--- src/rtl/core/tbc_pkg.sv ---
// ----------------------------------------------------------------------------
// tbc_pkg
// types and constants shared by the blob centroid modules
// ----------------------------------------------------------------------------
package tbc_pkg;

  // pixel and gray conversion (bt.601, 14-bit fixed point, rounded)
  localparam int PIX_W      = 8;
  localparam int COEF_W     = 14;
  localparam int PROD_W     = PIX_W + COEF_W;
  localparam int GRAY_SUM_W = PROD_W + 1;
  localparam int GRAY_SHIFT = 14;
  localparam int GRAY_W     = GRAY_SUM_W - GRAY_SHIFT;
  localparam logic [COEF_W-1:0]     COEF_RED   = COEF_W'(4899);
  localparam logic [COEF_W-1:0]     COEF_GREEN = COEF_W'(9617);
  localparam logic [COEF_W-1:0]     COEF_BLUE  = COEF_W'(1868);
  localparam logic [GRAY_SUM_W-1:0] GRAY_ROUND = GRAY_SUM_W'(8192);

  // accumulators and result fields
  localparam int COUNT_W = 23;
  localparam int SUM_W   = 34;
  localparam int CENT_W  = 15;
  localparam logic [COUNT_W-1:0] COUNT_MAX = '1;
  localparam logic [SUM_W-1:0]   SUM_MAX   = '1;

  // configuration registers
  localparam int THRESH_W   = 8;
  localparam int AREA_LIM_W = 14;
  localparam int APB_DATA_W = 32;
  localparam int APB_ADDR_W = 3;
  localparam logic [THRESH_W-1:0]   THRESH_RESET   = THRESH_W'(200);
  localparam logic [AREA_LIM_W-1:0] AREA_LIM_RESET = AREA_LIM_W'(100);

  // register index, taken from the word address bit
  typedef enum logic {
    REG_THRESH   = 1'b0,
    REG_AREA_LIM = 1'b1
  } reg_index_t;

  // stream packing
  localparam int IN_TDATA_W   = 3 * PIX_W;
  localparam int BLUE_LSB     = 0;
  localparam int GREEN_LSB    = PIX_W;
  localparam int RED_LSB      = 2 * PIX_W;
  localparam int CENT_X_LSB   = 0;
  localparam int CENT_Y_LSB   = CENT_W;
  localparam int AREA_LSB     = 2 * CENT_W;
  localparam int OUT_FIELDS_W = 2 * CENT_W + COUNT_W;
  localparam int OUT_TDATA_W  = ((OUT_FIELDS_W + 7) / 8) * 8;

  typedef struct packed {
    logic [THRESH_W-1:0]   thresh;
    logic [AREA_LIM_W-1:0] area_limit;
  } cfg_t;

  // controller to datapath
  typedef struct packed {
    logic accept;
    logic div_step;
    logic load_out;
  } ctrl_cmd_t;

  // datapath to controller
  typedef struct packed {
    logic frame_end;
  } dp_status_t;

endpackage

--- src/rtl/core/threshold_blob_centroid.sv ---
// DIV_STEPS = clog2(max(MAX_WIDTH, MAX_HEIGHT)) + FRACTION_BITS (15 at defaults);
//   the end-of-frame item passes stage 1, stage 2, drain, divide and result load
// throughput: one pixel per cycle within a frame; after the end-of-frame item
//   the input stalls until the result is loaded, which waits on a previous result
// reset: synchronous, clears position, accumulators, sequencer and output valid;
//   threshold returns to 200 and minimum area to 100
// ----------------------------------------------------------------------------
// threshold_blob_centroid
// gray threshold on a bgr pixel stream, area and centroid of bright pixels per frame
// ----------------------------------------------------------------------------
module threshold_blob_centroid #(
  parameter int MAX_WIDTH     = 2048,
  parameter int MAX_HEIGHT    = 2048,
  parameter int FRACTION_BITS = 4
) (
  input  logic                              clk,
  input  logic                              rst,
  // pixel stream
  input  logic                              s_tvalid,
  output logic                              s_tready,
  input  logic [tbc_pkg::IN_TDATA_W-1:0]    s_tdata,  // blue, green, red
  input  logic                              s_tlast,  // end_of_row
  input  logic                              s_tuser,  // end_of_frame
  // result stream
  output logic                              m_tvalid,
  input  logic                              m_tready,
  output logic [tbc_pkg::OUT_TDATA_W-1:0]   m_tdata,  // centroid_x, centroid_y, area, zero pad
  output logic                              m_tuser,  // detected
  // configuration
  input  logic                              psel,
  input  logic                              penable,
  input  logic                              pwrite,
  input  logic [tbc_pkg::APB_ADDR_W-1:0]    paddr,
  input  logic [tbc_pkg::APB_DATA_W-1:0]    pwdata,
  output logic [tbc_pkg::APB_DATA_W-1:0]    prdata,
  output logic                              pready
);
  import tbc_pkg::*;

  localparam int XW        = (MAX_WIDTH > 1) ? $clog2(MAX_WIDTH) : 1;
  localparam int YW        = (MAX_HEIGHT > 1) ? $clog2(MAX_HEIGHT) : 1;
  localparam int DIV_STEPS = ((XW > YW) ? XW : YW) + FRACTION_BITS;

  cfg_t       cfg;
  ctrl_cmd_t  cmd;
  dp_status_t status;

  tbc_cfg_regs u_regs (
    .clk     (clk),
    .rst     (rst),
    .psel    (psel),
    .penable (penable),
    .pwrite  (pwrite),
    .paddr   (paddr),
    .pwdata  (pwdata),
    .prdata  (prdata),
    .pready  (pready),
    .cfg     (cfg)
  );

  tbc_ctrl #(
    .DIV_STEPS (DIV_STEPS)
  ) u_ctrl (
    .clk      (clk),
    .rst      (rst),
    .s_tvalid (s_tvalid),
    .s_tuser  (s_tuser),
    .s_tready (s_tready),
    .m_tvalid (m_tvalid),
    .m_tready (m_tready),
    .status   (status),
    .cmd      (cmd)
  );

  tbc_datapath #(
    .MAX_WIDTH     (MAX_WIDTH),
    .MAX_HEIGHT    (MAX_HEIGHT),
    .FRACTION_BITS (FRACTION_BITS)
  ) u_dp (
    .clk     (clk),
    .rst     (rst),
    .cfg     (cfg),
    .cmd     (cmd),
    .status  (status),
    .s_tdata (s_tdata),
    .s_tlast (s_tlast),
    .s_tuser (s_tuser),
    .m_tdata (m_tdata),
    .m_tuser (m_tuser)
  );

endmodule

--- src/rtl/core/tbc_cfg_regs.sv ---
// ----------------------------------------------------------------------------
// tbc_cfg_regs
// apb register file holding threshold and minimum area
// ----------------------------------------------------------------------------
module tbc_cfg_regs (
  input  logic                              clk,
  input  logic                              rst,
  input  logic                              psel,
  input  logic                              penable,
  input  logic                              pwrite,
  input  logic [tbc_pkg::APB_ADDR_W-1:0]    paddr,
  input  logic [tbc_pkg::APB_DATA_W-1:0]    pwdata,
  output logic [tbc_pkg::APB_DATA_W-1:0]    prdata,
  output logic                              pready,
  output tbc_pkg::cfg_t                     cfg
);
  import tbc_pkg::*;

  logic       wr_en;
  reg_index_t idx;

  assign pready = 1'b1;
  assign wr_en  = psel && penable && pwrite && pready;
  // byte offset inside a word is ignored
  assign idx    = reg_index_t'(paddr[2]);

  always_ff @(posedge clk) begin
    if (rst) begin
      cfg.thresh     <= THRESH_RESET;
      cfg.area_limit <= AREA_LIM_RESET;
    end else if (wr_en) begin
      unique case (idx)
        REG_THRESH:   cfg.thresh     <= pwdata[THRESH_W-1:0];
        REG_AREA_LIM: cfg.area_limit <= pwdata[AREA_LIM_W-1:0];
        default:      ;
      endcase
    end
  end

  always_comb begin
    unique case (idx)
      REG_THRESH:   prdata = APB_DATA_W'(cfg.thresh);
      REG_AREA_LIM: prdata = APB_DATA_W'(cfg.area_limit);
      default:      prdata = '0;
    endcase
  end

endmodule

--- src/rtl/core/tbc_ctrl.sv ---
// ----------------------------------------------------------------------------
// tbc_ctrl
// frame sequencer: pixel intake, pipeline drain, divider steps, result hand-off
// ----------------------------------------------------------------------------
module tbc_ctrl #(
  parameter int DIV_STEPS = 15
) (
  input  logic                  clk,
  input  logic                  rst,
  input  logic                  s_tvalid,
  input  logic                  s_tuser,
  output logic                  s_tready,
  output logic                  m_tvalid,
  input  logic                  m_tready,
  input  tbc_pkg::dp_status_t   status,
  output tbc_pkg::ctrl_cmd_t    cmd
);
  import tbc_pkg::*;

  localparam int STEP_W = (DIV_STEPS > 1) ? $clog2(DIV_STEPS) : 1;
  localparam logic [STEP_W-1:0] LAST_STEP = STEP_W'(DIV_STEPS - 1);

  typedef enum logic [3:0] {
    ST_ACCUM  = 4'b0001,
    ST_DRAIN  = 4'b0010,
    ST_DIVIDE = 4'b0100,
    ST_FINISH = 4'b1000
  } state_t;

  state_t            state, state_next;
  logic [STEP_W-1:0] step, step_next;
  logic              out_free;

  assign s_tready     = (state == ST_ACCUM);
  assign out_free     = !m_tvalid || m_tready;
  assign cmd.accept   = s_tvalid && s_tready;
  assign cmd.div_step = (state == ST_DIVIDE);
  assign cmd.load_out = (state == ST_FINISH) && out_free;

  always_comb begin
    state_next = state;
    step_next  = step;
    unique case (state)
      ST_ACCUM: begin
        if (cmd.accept && s_tuser) state_next = ST_DRAIN;
      end
      ST_DRAIN: begin
        // wait for the end-of-frame pixel to reach the accumulators
        if (status.frame_end) begin
          state_next = ST_DIVIDE;
          step_next  = '0;
        end
      end
      ST_DIVIDE: begin
        if (step == LAST_STEP) state_next = ST_FINISH;
        else step_next = step + STEP_W'(1);
      end
      ST_FINISH: begin
        if (out_free) state_next = ST_ACCUM;
      end
      default: state_next = ST_ACCUM;
    endcase
  end

  always_ff @(posedge clk) begin
    if (rst) begin
      state    <= ST_ACCUM;
      step     <= '0;
      m_tvalid <= 1'b0;
    end else begin
      state <= state_next;
      step  <= step_next;
      if (cmd.load_out) m_tvalid <= 1'b1;
      else if (m_tready) m_tvalid <= 1'b0;
    end
  end

endmodule

--- src/rtl/core/tbc_datapath.sv ---
// ----------------------------------------------------------------------------
// tbc_datapath
// gray conversion pipeline, moment accumulators, radix-2 divider, result register
// ----------------------------------------------------------------------------
module tbc_datapath #(
  parameter int MAX_WIDTH     = 2048,
  parameter int MAX_HEIGHT    = 2048,
  parameter int FRACTION_BITS = 4
) (
  input  logic                              clk,
  input  logic                              rst,
  input  tbc_pkg::cfg_t                     cfg,
  input  tbc_pkg::ctrl_cmd_t                cmd,
  output tbc_pkg::dp_status_t               status,
  input  logic [tbc_pkg::IN_TDATA_W-1:0]    s_tdata,
  input  logic                              s_tlast,
  input  logic                              s_tuser,
  output logic [tbc_pkg::OUT_TDATA_W-1:0]   m_tdata,
  output logic                              m_tuser
);
  import tbc_pkg::*;

  localparam int XW = (MAX_WIDTH > 1) ? $clog2(MAX_WIDTH) : 1;
  localparam int YW = (MAX_HEIGHT > 1) ? $clog2(MAX_HEIGHT) : 1;
  localparam int QW = ((XW > YW) ? XW : YW) + FRACTION_BITS;
  localparam int DW = SUM_W + FRACTION_BITS;
  localparam logic [XW-1:0] X_LAST = XW'(MAX_WIDTH - 1);
  localparam logic [YW-1:0] Y_LAST = YW'(MAX_HEIGHT - 1);
  localparam logic [QW-1:0] X_TOP  = QW'(MAX_WIDTH - 1) << FRACTION_BITS;
  localparam logic [QW-1:0] Y_TOP  = QW'(MAX_HEIGHT - 1) << FRACTION_BITS;

  // position of the next pixel
  logic [XW-1:0] col;
  logic [YW-1:0] row;

  // stage 1: weighted components
  logic              s1_valid, s1_eof;
  logic [PROD_W-1:0] s1_pr, s1_pg, s1_pb;
  logic [XW-1:0]     s1_x;
  logic [YW-1:0]     s1_y;

  // stage 2: foreground decision
  logic              s2_valid, s2_eof, s2_fg;
  logic [XW-1:0]     s2_x;
  logic [YW-1:0]     s2_y;
  logic [GRAY_SUM_W-1:0] gray_sum;
  logic [GRAY_W-1:0]     gray;

  // stage 3: accumulators
  logic [COUNT_W-1:0] count, count_next;
  logic [SUM_W-1:0]   xsum, xsum_next, ysum, ysum_next;
  logic [SUM_W:0]     xsum_add, ysum_add;
  logic               take;

  // divider
  logic [COUNT_W-1:0] divisor, rem_x, rem_y, rem_x_next, rem_y_next;
  logic [QW-1:0]      quo_x, quo_y, quo_x_next, quo_y_next;
  logic [DW-1:0]      dvd_x, dvd_y;
  logic [COUNT_W-1:0] dvd_x_hi, dvd_y_hi;
  logic [COUNT_W:0]   trial_x, trial_y;
  logic               det;
  logic [COUNT_W-1:0] area_hold;
  logic [QW-1:0]      cx_clamp, cy_clamp;

  // pixel position, updated on every accepted item
  always_ff @(posedge clk) begin
    if (rst) begin
      col <= '0;
      row <= '0;
    end else if (cmd.accept) begin
      if (s_tuser) begin
        col <= '0;
        row <= '0;
      end else if (s_tlast) begin
        col <= '0;
        if (row != Y_LAST) row <= row + YW'(1);
      end else if (col != X_LAST) begin
        col <= col + XW'(1);
      end
    end
  end

  always_ff @(posedge clk) begin
    if (rst) begin
      s1_valid <= 1'b0;
      s2_valid <= 1'b0;
    end else begin
      s1_valid <= cmd.accept;
      s2_valid <= s1_valid;
    end
  end

  always_ff @(posedge clk) begin
    s1_pr  <= PROD_W'(s_tdata[RED_LSB +: PIX_W]) * PROD_W'(COEF_RED);
    s1_pg  <= PROD_W'(s_tdata[GREEN_LSB +: PIX_W]) * PROD_W'(COEF_GREEN);
    s1_pb  <= PROD_W'(s_tdata[BLUE_LSB +: PIX_W]) * PROD_W'(COEF_BLUE);
    s1_eof <= s_tuser;
    s1_x   <= col;
    s1_y   <= row;
  end

  assign gray_sum = GRAY_SUM_W'(s1_pr) + GRAY_SUM_W'(s1_pg) + GRAY_SUM_W'(s1_pb) + GRAY_ROUND;
  assign gray     = gray_sum[GRAY_SUM_W-1:GRAY_SHIFT];

  always_ff @(posedge clk) begin
    s2_fg  <= gray > GRAY_W'(cfg.thresh);
    s2_eof <= s1_eof;
    s2_x   <= s1_x;
    s2_y   <= s1_y;
  end

  // saturating moment update
  assign take     = s2_valid && s2_fg && (count != COUNT_MAX);
  assign xsum_add = {1'b0, xsum} + (SUM_W + 1)'(s2_x);
  assign ysum_add = {1'b0, ysum} + (SUM_W + 1)'(s2_y);

  always_comb begin
    count_next = count;
    xsum_next  = xsum;
    ysum_next  = ysum;
    if (take) begin
      count_next = count + COUNT_W'(1);
      xsum_next  = xsum_add[SUM_W] ? SUM_MAX : xsum_add[SUM_W-1:0];
      ysum_next  = ysum_add[SUM_W] ? SUM_MAX : ysum_add[SUM_W-1:0];
    end
  end

  assign status.frame_end = s2_valid && s2_eof;

  always_ff @(posedge clk) begin
    if (rst) begin
      count <= '0;
      xsum  <= '0;
      ysum  <= '0;
    end else if (status.frame_end) begin
      count <= '0;
      xsum  <= '0;
      ysum  <= '0;
    end else begin
      count <= count_next;
      xsum  <= xsum_next;
      ysum  <= ysum_next;
    end
  end

  // the mean never exceeds the last position, so the quotient fits in QW bits
  // and the dividend bits above QW start out as a remainder below the divisor
  assign dvd_x    = DW'(xsum_next) << FRACTION_BITS;
  assign dvd_y    = DW'(ysum_next) << FRACTION_BITS;
  assign dvd_x_hi = COUNT_W'(dvd_x >> QW);
  assign dvd_y_hi = COUNT_W'(dvd_y >> QW);

  assign trial_x = {rem_x, quo_x[QW-1]};
  assign trial_y = {rem_y, quo_y[QW-1]};

  always_comb begin
    quo_x_next = QW'({quo_x, 1'b0});
    quo_y_next = QW'({quo_y, 1'b0});
    rem_x_next = trial_x[COUNT_W-1:0];
    rem_y_next = trial_y[COUNT_W-1:0];
    if (trial_x >= {1'b0, divisor}) begin
      rem_x_next    = COUNT_W'(trial_x - {1'b0, divisor});
      quo_x_next[0] = 1'b1;
    end
    if (trial_y >= {1'b0, divisor}) begin
      rem_y_next    = COUNT_W'(trial_y - {1'b0, divisor});
      quo_y_next[0] = 1'b1;
    end
  end

  always_ff @(posedge clk) begin
    if (status.frame_end) begin
      divisor   <= count_next;
      area_hold <= count_next;
      det       <= count_next > COUNT_W'(cfg.area_limit);
      rem_x     <= dvd_x_hi;
      rem_y     <= dvd_y_hi;
      quo_x     <= dvd_x[QW-1:0];
      quo_y     <= dvd_y[QW-1:0];
    end else if (cmd.div_step) begin
      rem_x <= rem_x_next;
      rem_y <= rem_y_next;
      quo_x <= quo_x_next;
      quo_y <= quo_y_next;
    end
  end

  assign cx_clamp = (quo_x > X_TOP) ? X_TOP : quo_x;
  assign cy_clamp = (quo_y > Y_TOP) ? Y_TOP : quo_y;

  // result register, zeroed fields when nothing is detected
  always_ff @(posedge clk) begin
    if (cmd.load_out) begin
      m_tuser <= det;
      if (det) begin
        m_tdata <= OUT_TDATA_W'({area_hold, CENT_W'(cy_clamp), CENT_W'(cx_clamp)});
      end else begin
        m_tdata <= '0;
      end
    end
  end

endmodule

--- config.mk ---
export PLATFORM = sky130hd
export DESIGN_NAME = threshold_blob_centroid
export DESIGN_NICKNAME = d
export VERILOG_FILES = /design/src/rtl/core/tbc_pkg.sv /design/src/rtl/core/threshold_blob_centroid.sv /design/src/rtl/core/tbc_cfg_regs.sv /design/src/rtl/core/tbc_ctrl.sv /design/src/rtl/core/tbc_datapath.sv
export SDC_FILE = /design/constraint.sdc
export NUM_CORES = 1
export LEC_CHECK = 0
export ABC_AREA = 1
export CORE_MARGIN = 3
export CORE_UTILIZATION = 35
export DETAILED_ROUTE_END_ITERATION = 16
export DONT_BUFFER_PORTS = 1
export HOLD_SLACK_MARGIN = 0.15
export PLACE_DENSITY = 0.55
export RECOVER_POWER = 25
export SLEW_MARGIN = 40
export SYNTH_ARGS = -nofsm -noshare
export SYNTH_HDL_FRONTEND = slang
export SYNTH_SLANG_ARGS = --single-unit
--- constraint.sdc ---
create_clock -name clk -period 4.6 [get_ports clk]
set_input_delay 0.23 -clock clk [delete_from_list [all_inputs] [get_ports clk]]
set_output_delay 0.23 -clock clk [all_outputs]
set_load 0.03 [all_outputs]
=== Yosys cells after proc, flatten, opt, wreduce, memory -nomap -nowiden ===
Cells that the tools add are included.

* $add $sub $neg: 11
* Multipliers: 3
* Magnitude comparators: 6
* Eq/ne operators: 13
* Muxes and demuxes: 36
* Bitwise operators: 2
* Reduce and logical (&&, ||, !) cells: 25

{| class="wikitable"
|+ Operators by type and width
! cell !! count
|-
| 2-to-1 mux 23 bit || 7
|-
| 2-to-1 mux 34 bit || 4
|-
| 2-to-1 mux 15 bit || 6
|-
| adder 34 x 11 -> 35 bit || 2
|-
| 2-to-1 mux 11 bit || 6
|-
| one-hot mux 32 bit (2 select lines) || 1
|-
| >= comparator 24 x 23 -> 1 bit || 2
|-
| subtractor 23 bit || 2
|-
| greater-than comparator 15 bit, second input constant || 2
|-
| 2-to-1 mux 4 bit || 6
|-
| adder 21 x 22 -> 23 bit || 1
|-
| adder 23 x 1 -> 23 bit, second input constant || 1
|-
| adder 23 x 14 -> 23 bit, second input constant || 1
|-
| adder 23 x 19 -> 23 bit || 1
|-
| greater-than comparator 23 x 14 -> 1 bit || 1
|-
| inequality test 23 bit, second input constant || 1
|-
| adder 11 x 1 -> 11 bit, second input constant || 2
|-
| multiplier 8 x 14 -> 22 bit, second input constant || 1
|-
| inequality test 11 bit, second input constant || 2
|-
| multiplier 8 x 13 -> 21 bit, second input constant || 1
|-
| multiplier 8 x 9 -> 17 bit, second input constant || 1
|-
| one-hot mux 4 bit (4 select lines) || 1
|-
| nonzero test 2 bit || 5
|-
| greater-than comparator 9 x 8 -> 1 bit || 1
|-
| other kinds (18) || 38
|}

* Register bits after elaboration: 410
* Input port bits: 68
* Output and inout port bits: 92
* Logic and storage cells: 131

=== Depth between registers and ports, before layout ===
* Depth in word-level cells: 5
* Depth in mapped cells: 23
* Mapped depth without buffers: 23

=== Hierarchy ===
A second synthesis with hierarchy kept.

* Cell total of the unflattened synthesis: 3,431
* Area, all modules: 27,108.5 um^2

{| class="wikitable"
|+ By module, submodules not included
! module !! times used !! cells an instance !! area an instance (um^2) !! seq. area each (um^2)
|-
| tbc_datapath || 1 || 3,164 || 25,344.3 || 8,988.6
|-
| tbc_cfg_regs || 1 || 192 || 1,243.7 || 440.4
|-
| tbc_ctrl || 1 || 75 || 520.5 || 180.2
|}

=== Worst setup path before layout ===
No wires, ideal clock.

* Path type: input to register
* From: input s_tdata[2] (netlist bit)
* To: register u_dp.s1_pb[17]
* Library setup time: 127 ps
* Arrival time: 3,273 ps
* Data required time: 4,473 ps
* Path slack: 1,200 ps
* Stages on the path: 16
* Path buffers: 0
* Cell sequence: inv_1 > fa_1 > inv_1 > ha_1 > inv_1 > fa_1 > inv_1 > fa_1 > ha_1 > nand2_1 > inv_1 > a221oi_1 > nand2_1 > nand2_1 > o21ai_0 > xor2_1

* Word-level cells in the longest chain between the ends: 1

{| class="wikitable"
|+ RTL lines
! item !! line !! RTL
|-
| from (decl) || threshold_blob_centroid.sv:21 || <nowiki>input logic [tbc_pkg::IN_TDATA_W-1:0] s_tdata,</nowiki>
|-
| multiplier 8 x 9 -> 17 bit || tbc_datapath.sv:96 || <nowiki>s1_pb <= PROD_W'(s_tdata[BLUE_LSB +: PIX_W]) * PROD_W'(COEF_BLUE);</nowiki>
|-
| to (signal assigned) || tbc_datapath.sv:96 ||
|-
| to (decl) || tbc_datapath.sv:38 || <nowiki>logic [PROD_W-1:0] s1_pr, s1_pg, s1_pb;</nowiki>
|}

Every way passes these cells.
A chain may end at the register's enable or synchronous reset.

=== Worst setup path in the final report ===
* From: register u_dp.s1_pb[11]
* To: register u_dp.s2_fg

* Word-level cells in the longest chain between the ends: 3

{| class="wikitable"
|+ RTL lines
! item !! line !! RTL
|-
| adder 23 x 19 -> 23 bit || tbc_datapath.sv:102 || <nowiki>assign gray_sum = GRAY_SUM_W'(s1_pr) + GRAY_SUM_W'(s1_pg) + GRAY_SUM_W'(s1_pb) + GRAY_ROUND;</nowiki>
|-
| adder 23 x 14 -> 23 bit || tbc_datapath.sv:102 ||
|-
| greater-than comparator 9 x 8 -> 1 bit || tbc_datapath.sv:106 || <nowiki>s2_fg <= gray > GRAY_W'(cfg.thresh);</nowiki>
|-
| to (signal assigned) || tbc_datapath.sv:106 ||
|-
| to (decl) || tbc_datapath.sv:43 || <nowiki>logic s2_valid, s2_eof, s2_fg;</nowiki>
|}

Every way passes these cells.

==> results.md <==
- The clock period minus worst slack is 3.743 ns.
- The startpoint of the lowest-slack hold path is s_tdata[16].
- From left edge to right edge, the die measures 282.7 um.
- Fill cells in the final layout number 7801.
- The tool flagged a number of max-cap violations equal to 2.
- Together, buffers and inverters on the worst path number 2.
- The layout net count is 3900.
- In this run the deepest clock path goes through 3 buffers.
- The critical path in this run is classified as flip-flop to flip-flop.
- For this run, asynchronously set or reset flops after synthesis account for 0%.
- The final design utilization is 39.90%.
- The number of hold violations in the final report is 0.
- On the final layout, the worst clock skew is 0.03025 ns.
- In this run the count of I/O pins placed on the die edge is 160.
- The core region is 75070 um2.
- The least setup slack across all paths after layout is 0.8572 ns.
- In the synthesized netlist the dominant register cell turns out to be dfxtp_1.
- The CTS clock-pin slew for the worst setup and hold paths is 0.06 ns.
- The average wire per standard cell is 15.64 um.
- The via count of the first global-routing pass is 20490.
- In this run the tightest slew margin relative to its limit is -5.278%.
- For the pin with the worst max-slew slack, the measured transition is 1.579 ns.
- The analysis attributes to cell leakage a power of 14.15 nW.
- The synthesis-stage register bit count is 407.
- The cell taking the most area after synthesis is dfxtp_1.
- For this run the aggregate overflow at the end of global routing stands at 0.
- The data arrival at the endpoint of the critical path is 4.24 ns.
- Walking the worst path, the cells encountered are inv_1 > fa_1 > inv_1 > ha_1 > ha_1 > a21oi_1 > o21a_1 > a21boi_0 > o21bai_1 > nand2_1 > nand2_1 > nand2_1 > nand2_1 > ha_1 > nand2_1 > o21ai_0 > nor2_1 > o21ai_0 > a21oi_1 > o211ai_1.
- The die height is 282.7 um.
- The final non-filler cell area is 29950 um2.
- The count of pins over their slew limit is 46.
- The H-tree level count is 2.
- The tightest min-delay check is of the input pin to flip-flop type.
- The count of nets left with antenna violations once routing finished came out at 0.
- The post-synthesis cell type count is 57.
- The final total negative setup slack is 0 ns.
- Sorting the synthesized cells by area gives the leading types as dfxtp_1 (20%), edfxtp_1 (16%), ha_1 (13%).
- The net switching component of the power is 0.005467 W.
- The half-perimeter wire length after placement is 55.05 mm.
- The origin of the worst setup path is u_dp.s1_pb[11].
- In this run the worst path has a maximum fanout of 4.
- The total inserted antenna cells is 0.
- Using the TritonRoute via totals, the vias-per-cell ratio works out to 4.805.
- The count of yosys warnings during synthesis is 0.
- The area share of the largest cell type after synthesis is 19.50%.
- The routed wire length is 70.26 mm.
- The number of buffers inserted by post-CTS setup repair is 0.
- On the critical path the largest part of the delay comes from adder cells.
- After synthesis the cells add up to 26790 um2.
- The floorplan step defined a die boundary enclosing 79910 um2.
- The fraction of power consumed by sequential logic is 29.1%.
- The placed instances occupy a cell area of 27750 um2.
- The worst flop-to-flop path startpoint is u_dp.s1_pb[11].
- Global routing consumed, over all layers together, 17.76% of the routing resources.
- The checks that failed: capacitance limit, slew limit.
- The number of detailed-routing iterations run before antenna repair is 7.
- The quantity of I/O buffers inserted on ports is 0.
- The largest voltage drop on the vdd net is 0.5048 mV.
- The kind of start point of the critical path is a flip-flop.
- The number of design-rule violations left by the first detailed-router iteration is 1461.
- The CTS tree is built.
- Setup violations remaining at the end of the flow were counted as 0.
- The count of flip-flops with a built-in enable after synthesis is 146.
- The pin count of the biggest net entering global routing is 77.
- Sequential cells were found to cover 35.87% of the synthesized design area.
- The final estimated routing congestion in global placement is 0.8894.
- The cell with the largest stage delay on the worst path is fa_1.
- The wire length of the first global-routing pass is 112.5 mm.
- The insertion delay of the later-clocked pin in the worst-skew pair is 0.61 ns.
- The share of layout cells above drive strength 1 is 4.456%.
- After synthesis, the mean cell area works out to 7.820 um2.
- By instance count, the cell type seen most on the critical path is nand2_1.
- The setup slack after placement is 0.8612 ns.
- The maximum clock rate is 267.2 MHz.
- By count the netlist is led by nand2_1 (738), inv_1 (608), nor2_1 (295), ha_1 (282), dfxtp_1 (261).
- Setup repair after global routing left no endpoint under its margin.
- The total clock sinks is 407.
- nand2_1 is the most common cell in the netlist.
- The share of total power dissipated in the clock network is 27.6%.
- In this design, the stage delay of the slowest critical-path cell is 0.53 ns.
- The number of vias after detailed routing is 21590.
- Net switching is 38.81% of the power.
- Dividing the final minimum period by the clock period gives 81.36%.
- The initial antenna violation count came to 2.
- The power share of the combinational group is 43.4%.
- The flow ran to the end, but the final reports show violations.
- The worst setup path is captured at a flip-flop.
- Clock tree synthesis inserted a total of 46 buffers.
- The site row count is 100.
- The library cell used as clock root buffer is clkbuf_16.
- Compared with the post-synthesis result, the final layout area differs by 11.79%.
- Synthesis produced 3426 cells.
- The worst hold slack is 0.1904 ns.
- The required time reported for the critical path endpoint is 5.10 ns.
- The initial cell density of the core is 35.69%.
- For this design the ratio of total power to cell area is 470.4 nW/um2.
- The internal power consumption is 0.008621 W.
- After detailed routing, the number of remaining DRC violations is 0.
## layout by cell type (no fill, tap or decap), types with 11 or more instances in the layout
master,count
nand3b_1,16
o21bai_1,18
buf_4,12
inv_1,606
edfxtp_1,146
nor2_1,293
clkbuf_16,50
dfxtp_1,261
conb_1,22
xor2_1,84
nor3_1,51
ha_1,282
xnor2_1,31
a21oi_1,183
dlygate4sd3_1,56
fa_1,65
nand3_1,173
nand4_1,42
a21o_1,11
o21ai_0,150
o22ai_1,14
o21ai_1,29
a21boi_0,12
inv_2,11
o211ai_1,29
nand2_1,736
or2_2,19
## final cells by class
type,instances,area [um2],area share (%)
Clock buffer,63,1360,4.541
Multi-Input combinational cell,2340,14470,48.31
Sequential cell,407,9609,32.08
Tap cell,969,1212,4.048
Clock inverter,23,280.3,0.9358
Inverter,617,2316,7.733
Timing Repair Buffer,73,701.9,2.344
## cells by family (layout without fill, tap and decap cells)
kind of cell	after synthesis	in the layout	share of synthesized area, %
AO/OA/AOI/OAI	486	486	10.24
other	2	22	0.02803
adder cells (fa/ha/maj)	347	347	18.03
buffers and inverters	699	776	10.57
flip-flops	407	407	35.87
AND/OR/NAND/NOR	1369	1369	21.45
XOR/XNOR	116	116	3.820
## worst min-delay path, cell delays in order
cell and delay (ns):
fa_1 0.17, ha_1 0.20, xor2_1 0.13
## metal layers
metal  track usage [%]  vias up  share of wire [%]
met5                 0        -                  0
met4             4.203        0                1.9
met3             2.971       70                5.3
met2             27.01      410                 42
met1             26.20     9967                 50
li1                  -    11140                  -
## registers in the layout, summed over array words and instances, names as in the netlist, 15 cells and up
name and cells:
u_dp.m_tdata 53, u_dp.xsum 34, u_dp.ysum 34, u_dp.count 23, u_dp.divisor 23, u_dp.rem_x 23, u_dp.rem_y 23, u_dp.s1_pg 22
u_regs.cfg 22, u_dp.s1_pr 21, u_dp.s1_pb 17, u_dp.quo_x 15, u_dp.quo_y 15
## timing repair
item | CTS | global route
hold buffers | 56 | 1
hold endpoints to repair | 123 | 16
gates resized for setup | 0 | 0
setup endpoints to repair | 0 | 0
## power by group through the flow
stage / sequential [W] / combinational [W] / clock, W
detailed placement: 0.00417 / 0.00604 / 0
CTS: 0.00409 / 0.00615 / 0.00398
global placement: 0.00416 / 0.00605 / 0
floorplan: 0.00413 / 0.00464 / 0
finish: 0.00409 / 0.00611 / 0.00388
global route: 0.00412 / 0.00711 / 0.00414
## per-stage QoR
stage          instances  power (W)
3_3_place_gp        4348    0.01022
5_1_grt             4492    0.01536
3_5_place_dp        4349    0.01021
6_report            4492    0.01409
4_1_cts             4491    0.01423
2_1_floorplan       3446   0.008770
## worst paths after layout
check / endpoint / cells past startpoint / slack [ns]
min: u_dp.s1_pr[9] / 3 / 0.19
max: u_dp.s2_fg / 20 / 0.86
min reg2reg: u_dp.s2_y[2] / 0 / 0.32
max reg2reg: u_dp.s2_fg / 20 / 0.86
Power figures use the tool's default switching activity.
